===== config.mk =====
export PLATFORM = sky130hd
export DESIGN_NAME = ocu_front
export DESIGN_NICKNAME = d
export VERILOG_FILES = /design/src/rtl/ocu_pkg.sv /design/src/rtl/ocu_front.sv
export SDC_FILE = /design/constraint.sdc
export NUM_CORES = 1
export LEC_CHECK = 0
export CORE_ASPECT_RATIO = 0.75
export CORE_MARGIN = 4
export CORE_UTILIZATION = 55
export DETAILED_ROUTE_END_ITERATION = 10
export DONT_BUFFER_PORTS = 1
export PLACE_DENSITY_LB_ADDON = 0.08
export SLEW_MARGIN = 20
export SYNTH_ARGS = -nofsm -noshare
export SYNTH_HDL_FRONTEND = slang
export SYNTH_SLANG_ARGS = --single-unit

===== constraint.sdc =====
create_clock -name clk -period 8.4 [get_ports clk]
set_input_delay 1.26 -clock clk [delete_from_list [all_inputs] [get_ports clk]]
set_output_delay 1.26 -clock clk [all_outputs]
set_load 0.01 [all_outputs]

===== src/rtl/ocu_pkg.sv =====
// Orbit camera update: shared types, constants and helper functions.
// Used by every module of the block; depends on nothing else.
`timescale 1ns / 1ps
`default_nettype none

package ocu_pkg;

  localparam int ANGLE_BITS        = 16;
  localparam int SINCOS_ITERATIONS = 16;
  localparam int ITER_N   = (SINCOS_ITERATIONS < 24) ? SINCOS_ITERATIONS : 24;
  localparam int ITER_W   = 5;
  localparam int CFG_IDX_W = 3;

  localparam logic [ANGLE_BITS-1:0] ANGLE_RESET = ANGLE_BITS'(1) << (ANGLE_BITS - 2);
  localparam logic signed [33:0] CORDIC_GAIN = 34'sd652032874;
  localparam logic signed [33:0] ONE_Q30     = 34'sd1073741824;

  typedef enum logic [CFG_IDX_W-1:0] {
    REG_DEADZONE      = 3'd0,
    REG_ROTATION_GAIN = 3'd1,
    REG_ZOOM_GAIN     = 3'd2,
    REG_HEIGHT_LO     = 3'd3,
    REG_HEIGHT_HI     = 3'd4,
    REG_MIN_DISTANCE  = 3'd5,
    REG_MAX_DISTANCE  = 3'd6,
    REG_TARGET_OFFSET = 3'd7
  } cfg_reg_t;

  localparam logic [6:0]  DEADZONE_RST      = 7'd35;
  localparam logic [15:0] ROTATION_GAIN_RST = 16'd256;
  localparam logic [15:0] ZOOM_GAIN_RST     = 16'd256;
  localparam logic [31:0] HEIGHT_LO_RST     = 32'd65536;
  localparam logic [31:0] HEIGHT_HI_RST     = 32'd524288;
  localparam logic [31:0] MIN_DISTANCE_RST  = 32'd131072;
  localparam logic [31:0] MAX_DISTANCE_RST  = 32'd655360;
  localparam logic [31:0] TARGET_OFFSET_RST = 32'd111411;

  typedef struct packed {
    logic        [15:0] speed_scale;
    logic signed [7:0]  x_axis;
    logic signed [7:0]  y_axis;
    logic signed [31:0] player_x;
    logic signed [31:0] player_y;
    logic signed [31:0] player_z;
  } in_item_t;

  typedef struct packed {
    logic signed [31:0] cam_x;
    logic signed [31:0] cam_y;
    logic signed [31:0] cam_z;
    logic signed [31:0] look_y;
    logic        [15:0] orbit_angle;
  } out_item_t;

  typedef struct packed {
    logic [6:0]  deadzone;
    logic [15:0] rotation_gain;
    logic [15:0] zoom_gain;
    logic [31:0] height_lo;
    logic [31:0] height_hi;
    logic [31:0] min_distance;
    logic [31:0] max_distance;
    logic [31:0] target_offset;
  } cfg_t;

  // classified frame tick as handed from front to back
  typedef struct packed {
    logic        [15:0] speed;
    logic        [7:0]  mag_x;
    logic               turn;
    logic               turn_left;
    logic        [7:0]  mag_y;
    logic               zoom;
    logic               zoom_near;
    logic signed [31:0] px;
    logic signed [31:0] py;
    logic signed [31:0] pz;
  } work_t;

  typedef struct packed {
    logic       full;
    logic [1:0] count;
  } front_stat_t;

  typedef struct packed {
    logic idle;
    logic done;
  } back_stat_t;

  // atan(2^-i) as a fraction of one turn, scaled by 2^32
  function automatic logic [31:0] atan_turn(input logic [ITER_W-1:0] i);
    logic [31:0] r;
    case (i)
      5'd0:    r = 32'h20000000;
      5'd1:    r = 32'h12E4051E;
      5'd2:    r = 32'h09FB385B;
      5'd3:    r = 32'h051111D4;
      5'd4:    r = 32'h028B0D43;
      5'd5:    r = 32'h0145D7E1;
      5'd6:    r = 32'h00A2F61E;
      5'd7:    r = 32'h00517C55;
      5'd8:    r = 32'h0028BE53;
      5'd9:    r = 32'h00145F2F;
      5'd10:   r = 32'h000A2F98;
      5'd11:   r = 32'h000517CC;
      5'd12:   r = 32'h00028BE6;
      5'd13:   r = 32'h000145F3;
      5'd14:   r = 32'h0000A2FA;
      5'd15:   r = 32'h0000517D;
      5'd16:   r = 32'h000028BE;
      5'd17:   r = 32'h0000145F;
      5'd18:   r = 32'h00000A30;
      5'd19:   r = 32'h00000518;
      5'd20:   r = 32'h0000028C;
      5'd21:   r = 32'h00000146;
      5'd22:   r = 32'h000000A3;
      5'd23:   r = 32'h00000051;
      default: r = 32'h00000000;
    endcase
    return r;
  endfunction

  function automatic logic signed [31:0] sat32(input logic signed [35:0] v);
    logic signed [31:0] r;
    if (v > 36'sd2147483647)       r = 32'sh7FFFFFFF;
    else if (v < -36'sd2147483648) r = 32'sh80000000;
    else                           r = v[31:0];
    return r;
  endfunction

  function automatic logic signed [31:0] clamp_q30(input logic signed [33:0] v);
    logic signed [33:0] r;
    if (v > ONE_Q30)       r = ONE_Q30;
    else if (v < -ONE_Q30) r = -ONE_Q30;
    else                   r = v;
    return r[31:0];
  endfunction

endpackage

`default_nettype wire


===== src/rtl/ocu_front.sv =====
// Orbit camera front end: accepts frame ticks, applies the deadzone test
// and queues classified ticks in a two-entry FIFO. Uses ocu_pkg.
`timescale 1ns / 1ps
`default_nettype none

module ocu_front (
  input  wire                    clk,
  input  wire                    rst_n,
  input  wire                    in_valid,
  output logic                   in_stall,
  input  ocu_pkg::in_item_t      in_data,
  input  wire  [6:0]             deadzone,
  output logic                   work_valid,
  input  wire                    work_pop,
  output ocu_pkg::work_t         work_data,
  output ocu_pkg::front_stat_t   stat
);

  ocu_pkg::work_t q_r [2];
  logic           wr_ptr_r, rd_ptr_r;
  logic [1:0]     count_r;
  logic [7:0]     mag_x, mag_y;
  logic           push, pop;
  ocu_pkg::work_t cls;

  // |-128| is 128, which still fits in 8 unsigned bits
  assign mag_x = in_data.x_axis[7] ? 8'(-in_data.x_axis) : 8'(in_data.x_axis);
  assign mag_y = in_data.y_axis[7] ? 8'(-in_data.y_axis) : 8'(in_data.y_axis);

  always_comb begin
    cls.speed     = in_data.speed_scale;
    cls.mag_x     = mag_x;
    cls.turn      = mag_x > {1'b0, deadzone};
    cls.turn_left = in_data.x_axis[7];
    cls.mag_y     = mag_y;
    cls.zoom      = mag_y > {1'b0, deadzone};
    cls.zoom_near = !in_data.y_axis[7];
    cls.px        = in_data.player_x;
    cls.py        = in_data.player_y;
    cls.pz        = in_data.player_z;
  end

  assign in_stall   = count_r == 2'd2;
  assign push       = in_valid && !in_stall;
  assign work_valid = count_r != 2'd0;
  assign pop        = work_pop && work_valid;
  assign work_data  = q_r[rd_ptr_r];
  assign stat.full  = in_stall;
  assign stat.count = count_r;

  always_ff @(posedge clk) begin
    if (!rst_n) begin
      wr_ptr_r <= 1'b0;
      rd_ptr_r <= 1'b0;
      count_r  <= 2'd0;
    end else begin
      if (push) wr_ptr_r <= !wr_ptr_r;
      if (pop)  rd_ptr_r <= !rd_ptr_r;
      count_r <= count_r + 2'(push) - 2'(pop);
    end
  end

  always_ff @(posedge clk) begin
    if (push) q_r[wr_ptr_r] <= cls;
  end

endmodule

`default_nettype wire


==> results.toml <==
[setup_path]
cp_max_fo = 86
crit_type = "flop to output pin"
cp-end-kind = "output pin"
required_ns = 7.14
crit_arrival_ns = 2.52
crit_slowest_cell = "dfxtp_4"
path_cells = "buf_6, mux2_1"
slowest_delay_ns = 0.77
start_kind = "flop"

[placement]
hpwl_um = 13150
port-buffer-count = 0
gp_congestion = 0.7944
place_ws_ns = 4.811
placedCellCount = 752

[worst_hold_path]
holdCritPathClass = "flop to flop"

[sta]
slew_headroom_pct = 44.73
tns_ns = 0
post-route-min-period_ns = 3.783
rsz0062_at_grt = "no"
skew_ns = 0.006118
worst-slew-pin-transition_ns = 0.8291
finalSetupViolCount = 0
final-max-slew-violation-count = 0
hold_ws_ns = 0.5465
setup_slack_ns = 4.617
hold_viol = 0
period_share_pct = 45.04
max_freq_mhz = 264.3

[synthesis]
netlist_top_cells_count = "264 x edfxtp_1, 82 x mux2_1, 50 x mux2_2"
ys_types = 32
yosysTopAreaCell = "edfxtp_1"
synth_flop_cell = "edfxtp_1"
ys_ff_latch = 269
yosysMostFrequentCell = "edfxtp_1"
syn_inst = 517
ys_warn_count = 0
yosys.area.top_type_share_pct = 76.34
synth.avg_cell_area_sq_um = 20.09
synth_edf_count = 264
synthesis.area_sq_mm = 0.01038
synthTopCellsByArea = "edfxtp_1 76%, mux2_1 8.9%, mux2_2 5.4%"
seq_area_frac_synth_pct = 77.30
synth_nets = 674
async_flop_share_pct = 0

[pwr]
p_leak_uw = 0.003843
power_density_mw_per_mm2 = 307.2
ir_drop_v = 0.0001899
p_total_uw = 3542

[layout]
fin_cells = 801
regArea_sq_mm = 0.008031
multiInputGateArea_sq_mm = 0.002213
area_delta_synth_final_pct = 11.01
final_nets = 692
drive_above_1_share_pct = 18.41
fillCellCount = 1315
diodes = 0

[clock_network]
insertion_delay_ns = 0.50
clock-sinks = 269
ctsHoldBuffers = 0
post_cts_buffers = 0
clk_pin_slew_ns = 0.06
cts_resized = 0
cts_buffer_depth = 3
numCtsBuffers = 26
clockRootBuffer = "clkbuf_16"
h-tree-depth = 1
cts_tree = "built"

[global_route]
first_global_vias = 4856
track_usage_pct = 17.38
grt_pass1_wl_um = 28430
antenna_found_initial = 0
grt_max_degree = 87
grt_overflow = 0

[detailed_routing]
wl_um = 19090
drtAntennaViolNets = 0
drt_iter0_drc = 287
num_vias = 4559
avgViaCountPerCell = 5.692
detail_route.first_pass.iterations = 4
drc_errors = 0
wl_per_cell_um = 23.83

[floorplanning]
core_area_sq_mm = 0.01851
dieArea_sq_mm = 0.02117
num_rows = 43
initial_core_util_pct = 56.11
ios = 276
die_height_um = 127
die_w_um = 166.7

[run]
drv_cap = 0

[run_status]
status = "completed"
routing by layer:
metal / routed length [um] / track usage, % / share of wire (%)
met5: 0 / 0 / 0
met4: 461 / 4.810 / 2.4
met3: 2536 / 9.589 / 13
met2: 9250 / 28.29 / 48
met1: 6840 / 20.23 / 36
power by group:
group	internal [uW]	switching (uW)
registers	1710	77.4
logic	227	405
clock network	673	450
total	2610	933
kinds of logic after synthesis:
| group | Yosys count | share of synthesized area (%) |
|---|---|---|
| compound gates | 18 | 1.181 |
| xor+xnor | 14 | 1.181 |
| fa+ha+maj | 18 | 2.169 |
| buf+inv | 30 | 1.506 |
| flops | 269 | 77.30 |
| mux | 132 | 14.31 |
| simple gates | 36 | 2.349 |
stage by stage:
| step | util, % | instance area [sq um] |
|---|---|---|
| after floorplan | - | 10390 |
| after global placement | 57.47 | 10640 |
| after detailed placement | 57.47 | 10640 |
| after CTS | 62.01 | 11480 |
| after global routing | 62.29 | 11530 |
| final | 62.29 | 11530 |
state kept, by name (all words and copies together) (netlist names), named ones only:
register / flops
count_r: 2
q_r: 264
rd_ptr_r: 1
wr_ptr_r: 1
placed cells by master (no fill, tap or decap), drive strengths merged, types with 5 or more instances in the layout:
cell	count
nand2b	5
nand2	5
clkbuf	29
xnor2	14
buf	6
or3	5
edfxtp	264
dfxtp	5
o21ai	6
mux2	132
clkinv	14
inv	14
ha	18
final timing paths:
kind | startpoint | to | slack [ns] | cells after the start
hold / removal | rd_ptr_r$_SDFFE_PN0P_ | rd_ptr_r$_SDFFE_PN0P_ | 0.55 | 2
setup reg to reg | count_r[0]$_SDFF_PN0_ | q_r[1][104]$_DFFE_PP_ | 6.25 | 3
hold reg to reg | rd_ptr_r$_SDFFE_PN0P_ | rd_ptr_r$_SDFFE_PN0P_ | 0.55 | 2
setup / recovery | flop | work_data[120] | 4.62 | 2
layout make-up:
type / instances / area share, %
Sequential cell: 269 / 69.67
Multi-Input combinational cell: 218 / 19.20
Clock buffer: 29 / 5.926
Tap cell: 247 / 2.681
Clock inverter: 18 / 1.367
Timing Repair Buffer: 6 / 0.7054
Inverter: 14 / 0.4558
critical path, delay by kind of cell (launching register included):
kind                   cells  cell delay, ns
DFF                        1            0.77
muxes                      1            0.46
buffers and inverters      1            0.65
Note: power is estimated with default switching activity, not from simulation.
